### src/rtl/lpc_ram.sv
// ----------------------------------------------------------------------------
// lpc_ram
// Simple dual-port memory: one write port, one read port with registered
// read data.
// ----------------------------------------------------------------------------
module lpc_ram #(
    parameter int WIDTH  = 8,
    parameter int DEPTH  = 64,
    parameter int ADDR_W = $clog2(DEPTH)
) (
    input  logic              clk,
    input  logic              we,
    input  logic [ADDR_W-1:0] waddr,
    input  logic [WIDTH-1:0]  wdata,
    input  logic [ADDR_W-1:0] raddr,
    output logic [WIDTH-1:0]  rdata
);

    logic [WIDTH-1:0] mem [DEPTH];
    logic [WIDTH-1:0] rdata_reg;

    always_ff @(posedge clk)
    begin
        if (we)
        begin
            mem[waddr] <= wdata;
        end
    end

    always_ff @(posedge clk)
    begin
        rdata_reg <= mem[raddr];
    end

    assign rdata = rdata_reg;

endmodule

### config.mk
export PLATFORM = sky130hd
export DESIGN_NAME = lpc_ram
export DESIGN_NICKNAME = d
export VERILOG_FILES = /design/src/rtl/lpc_ram.sv
export SDC_FILE = /design/constraint.sdc
export NUM_CORES = 1
export LEC_CHECK = 0
export BUFFER_PORTS_ARGS = -buffer_cell sky130_fd_sc_hd__buf_2
export CAP_MARGIN = 5
export CORE_ASPECT_RATIO = 1.75
export CORE_UTILIZATION = 40
export DETAILED_ROUTE_END_ITERATION = 6
export SYNTH_ARGS = -nofsm -noshare
export SYNTH_HDL_FRONTEND = slang
export SYNTH_SLANG_ARGS = --single-unit
### constraint.sdc
create_clock -name clk -period 2.9 [get_ports clk]
set_clock_uncertainty 0.1 [all_clocks]
set_input_delay 0.58 -clock clk [delete_from_list [all_inputs] [get_ports clk]]
set_output_delay 0.58 -clock clk [all_outputs]
set_load 0.1 [all_outputs]
* Word level (Yosys, flattened, before mapping)
Memories as Yosys holds them, arrays and structs flattened. A register that Yosys moved wholly into a read port is not among the register bits.
Index checks and enable logic that the tools add are counted.
** Storage, ports and cells
- Register bits :: 0
- Bits in writable memories :: 512
- Bits of input ports :: 22
- Logic and storage cells :: 3
- Memories kept :: 1
** Memory list
- mem :: words 64, width 8, read ports 1, clocked after Yosys merged registers in 1, write ports 1, line 19 : logic [WIDTH-1:0] mem [DEPTH];
** Operators by class
- Muxes and demuxes :: 2
** Operator list (number)
- $mux W1 :: 2

* Depth between registers and ports, before layout
- Word-level depth :: 2
- Gate-level depth with buffers :: 9
- Gate-level depth less buffers :: 5

* Worst setup path before layout
Ideal clock, no wire load.
- Path kind :: input to register
- Start point :: in raddr[1]
- End point :: reg rdata_reg[3] (netlist: rdata[3]), read port of mem
- Library setup time :: 0.128 ns
- Arrival :: 2.120 ns
- Slack :: 0.552 ns
- Stages on the path :: 7
- Path through :: buf_4 -> buf_2 -> buf_2 -> mux4_2 -> mux4_2 -> o21ai_1 -> o41ai_1
** RTL lines
- start: declaration :: line 15 : input logic [ADDR_W-1:0] raddr,
- end: declaration :: line 20 : logic [WIDTH-1:0] rdata_reg;

==> out/results.md <==
### Synthesis
* 40 — count of distinct cell types in the synthesized netlist
* 520 — Synth Register Bits
* sky130_fd_sc_hd__edfxtp_1, sky130_fd_sc_hd__mux4_2, sky130_fd_sc_hd__nor2_1 — synth top area cells
* 21.45 µm² — mean area per synthesized cell
* 20170 µm² — cell area after synthesis
* sky130_fd_sc_hd__edfxtp_1 — most frequent cell after synthesis
* 0 — total number of yosys warnings
* 77.03% — share of synthesized area occupied by flip-flops and latches
* 962 — total nets after synthesis
* 512 — number of synthesized flops with an enable pin
* sky130_fd_sc_hd__edfxtp_1 — dominant cell type by area after synthesis
* 76.24% — share of the synthesized area in the top cell type
* 0% — proportion of synthesized flip-flops having asynchronous set or reset
* sky130_fd_sc_hd__edfxtp_1 — Synth Flop Type
* 940 — Post-Syn Instances
* sky130_fd_sc_hd__edfxtp_1, sky130_fd_sc_hd__mux4_2, sky130_fd_sc_hd__nor2_1, sky130_fd_sc_hd__mux2i_1, sky130_fd_sc_hd__nand2_1 — synth cell count leaders

### Placement
* 0.7992 — GP Congestion
* 31680 µm — half-perimeter wire length after detailed placement
* 1696 — Inst Count DP
* 29 — quantity of I/O buffers inserted on ports

### Clocking
* sky130_fd_sc_hd__clkbuf_16 — root buffer cell
* 44 — clock buffer count from CTS
* 0 — number of setup buffers added after CTS
* 0.57 ns — Worst-Skew Late Latency
* 0 — Resized cells post-CTS
* 2 — CTS H-tree lvls
* done — CTS tree
* 0 — # hold bufs at CTS
* 3 — buffers from clock root to sink, at most
* 520 — clock tree sinks
* 0.07 ns — clock-pin slew on the worst setup and hold paths

### Worst hold path
* primary input to register — path class of the lowest-slack min-delay path
* 1 — number of instances on the worst hold path
* wdata[2] — hold path start
* mem[30][2]$_DFFE_PP_ — worst hold endpoint

### Worst setup path
* multiplexers — Largest delay share family, worst path
* sky130_fd_sc_hd__mux4_2 — slowest CP cell
* mem[29][6]$_DFFE_PP_ — FF-to-FF Start
* 20 — Max Fanout on Critical Path
* primary input — Setup crit start kind
* 5 — Register-to-Register Path Depth
* 0.81 ns — setup slack on the worst flop-to-flop path
* clkbuf_8 -> buf_12 -> mux4_2 -> mux4_2 -> nor2_1 -> nor3_1 -> o2bb2ai_1 — crit-path cells
* 2 — Critical path buffers and inverters
* 0.54 ns — largest incremental delay on the critical path
* 3.24 ns — data required time at the worst endpoint
* register — critical path capture point type
* sky130_fd_sc_hd__mux4_2 — most prevalent standard cell on the critical path
* primary input to register — type of the setup path with the least slack
* rdata[6]$_DFF_P_ — capture instance of the worst register-to-register path
* 2.57 ns — arrival time of data at the critical path endpoint

### Layout
* 4187 — Filler Cell Count
* 0 — ANT cells
* 31.29% — layout cells sized above 1
* 1772 — post-layout instance count excluding filler cells
* 1104 — number of nets in the layout
* 15.24% — Area Growth Syn to Fin
* 512 — number of flip-flops in the largest register

### Detailed routing
* 5.480 — vias per inst
* 0 — Post-route DRC
* 47200 µm — WL final
* 26.64 µm — routed wirelength normalized by instance count
* 5 — number of search-and-repair iterations in the first detailed-routing pass
* 0 — DRT antenna net count
* 9710 — via count
* 664 — first-iteration detailed-routing DRC count

### Die
* 171.7 µm — die width
* 299.0 µm — floorplan die height
* 49730 µm² — floorplan core area
* 51350 µm² — die footprint
* 30 — number of I/O pins
* 40.55% — initial core utilization
* 108 — row count

### STA
* 2.224 ns — post-layout minimum cycle time
* 0 — max-slew violation count
* 0 ns — final sum of negative setup slack
* 15.19% — Relative slew margins
* 76.70% — crit share post-route
* 449.6 MHz — timing-limited maximum frequency
* 0 — final setup fails
* false — RSZ-0062 raised after global routing
* 1.272 ns — slew of the pin with the lowest slew margin
* 0 — hold violation total from the final report

### GRT
* 19.28% — GR Util All Layers
* 69680 µm — first-pass GRT wire length
* 65 — largest net degree at the start of global routing
* 0 — total grt overflow
* 10.32k — vias in the first global route
* 1 — number of antenna violations at the first check in global routing

### Power
* 0.4167 mV — Peak supply drop
* 0.007413 µW — static leakage
* 653.9 nW/µm² — Power Dens Cells
* 15200 µW — Final Total Pwr

### Run status
* completed — outcome

### Run
* 0 — Max-cap violations

==> metrics by stage <==
| step | worst slack (ns) | util (%) | hold WS (ns) | instance area, µm² |
|---|---|---|---|---|
| detailed placement | 0.05779 | 43.88 | 0.7059 | 21820 |
| finish | 0.6757 | 46.73 | 0.3505 | 23240 |
| global placement | 0.06196 | 43.88 | 0.7025 | 21820 |
| floorplan | 0.5523 | - | 0.5789 | 20170 |
| CTS | 0.6340 | 46.73 | 0.3348 | 23240 |
| global route | 0.6019 | 46.73 | 0.3503 | 23240 |
==> metal layers <==
layer,global-route usage [%],vias to the layer above,wire length (µm),part of all wire (%)
li1,-,4204,-,-
met3,2.086,81,1827,3.9
met5,0,-,11,0.023
met4,7.375,2,1654,3.5
met2,36.54,267,26820,57
met1,21.83,5156,16880,36
==> placed cells by master (no fill, tap or decap), types with 4 or more instances in the layout <==
cell                        instances
sky130_fd_sc_hd__a211oi_1           4
sky130_fd_sc_hd__a221oi_1           6
sky130_fd_sc_hd__buf_12             8
sky130_fd_sc_hd__buf_2             26
sky130_fd_sc_hd__buf_4            112
sky130_fd_sc_hd__bufinv_16          6
sky130_fd_sc_hd__clkbuf_1           6
sky130_fd_sc_hd__clkbuf_16         45
sky130_fd_sc_hd__clkinv_1          10
sky130_fd_sc_hd__clkinv_2           7
sky130_fd_sc_hd__dfxtp_1            8
sky130_fd_sc_hd__edfxtp_1         512
sky130_fd_sc_hd__mux2_2            13
sky130_fd_sc_hd__mux2i_1           23
sky130_fd_sc_hd__mux4_2           126
sky130_fd_sc_hd__nand2_1           19
sky130_fd_sc_hd__nand2b_1           7
sky130_fd_sc_hd__nand3_1           13
sky130_fd_sc_hd__nor2_1            83
sky130_fd_sc_hd__nor2b_1           14
sky130_fd_sc_hd__nor3_1             7
sky130_fd_sc_hd__o221ai_1           8
sky130_fd_sc_hd__o22ai_1            8
==> how the worst max path moves through the flow <==
stage	startpoint	endpoint	slack, ns	cells past startpoint
floorplan	raddr[1]	rdata[3]$_DFF_P_	0.55	7
CTS	raddr[0]	rdata[1]$_DFF_P_	0.63	7
global route	raddr[0]	rdata[1]$_DFF_P_	0.60	7
global placement	raddr[0]	rdata[0]$_DFF_P_	0.06	7
finish	raddr[0]	rdata[1]$_DFF_P_	0.68	7
detailed placement	raddr[0]	rdata[1]$_DFF_P_	0.06	7
==> area by class of cell <==
class | count | area [µm²] | share of cell area, %
Sequential cell | 520 | 15530 | 66.85
Clock buffer | 51 | 1149 | 4.942
Clock inverter | 25 | 270.3 | 1.163
Timing Repair Buffer | 147 | 1145 | 4.926
Tap cell | 660 | 825.8 | 3.553
Multi-Input combinational cell | 369 | 4315 | 18.57
==> worst register-to-register path, cell delays in order (launching register included) <==
cell	delay, ns
sky130_fd_sc_hd__edfxtp_1	0.36
sky130_fd_sc_hd__mux4_2	0.48
sky130_fd_sc_hd__mux2_2	0.31
sky130_fd_sc_hd__o221a_2	0.27
sky130_fd_sc_hd__nor3_1	0.32
sky130_fd_sc_hd__o32ai_1	0.14
==> power by group <==
group / leakage (µW) / internal [µW] / total, µW / switching (µW)
logic: 0.00204 / 331 / 932 / 600
clock network: 0.000699 / 3360 / 5930 / 2560
registers: 0.00467 / 8310 / 8340 / 22.9
total: 0.00741 / 12000 / 15200 / 3190
==> cell families (layout without fill, tap and decap cells) <==
kind of cell,Yosys count,count (layout),synth area share (%)
flip-flops,520,520,77.03
multiplexers,162,162,15.94
AND/OR/NAND/NOR,153,153,3.387
AO/OA/AOI/OAI,54,54,2.072
buffers and inverters,51,223,1.570
No activity file was read; power rests on OpenSTA's default activity.
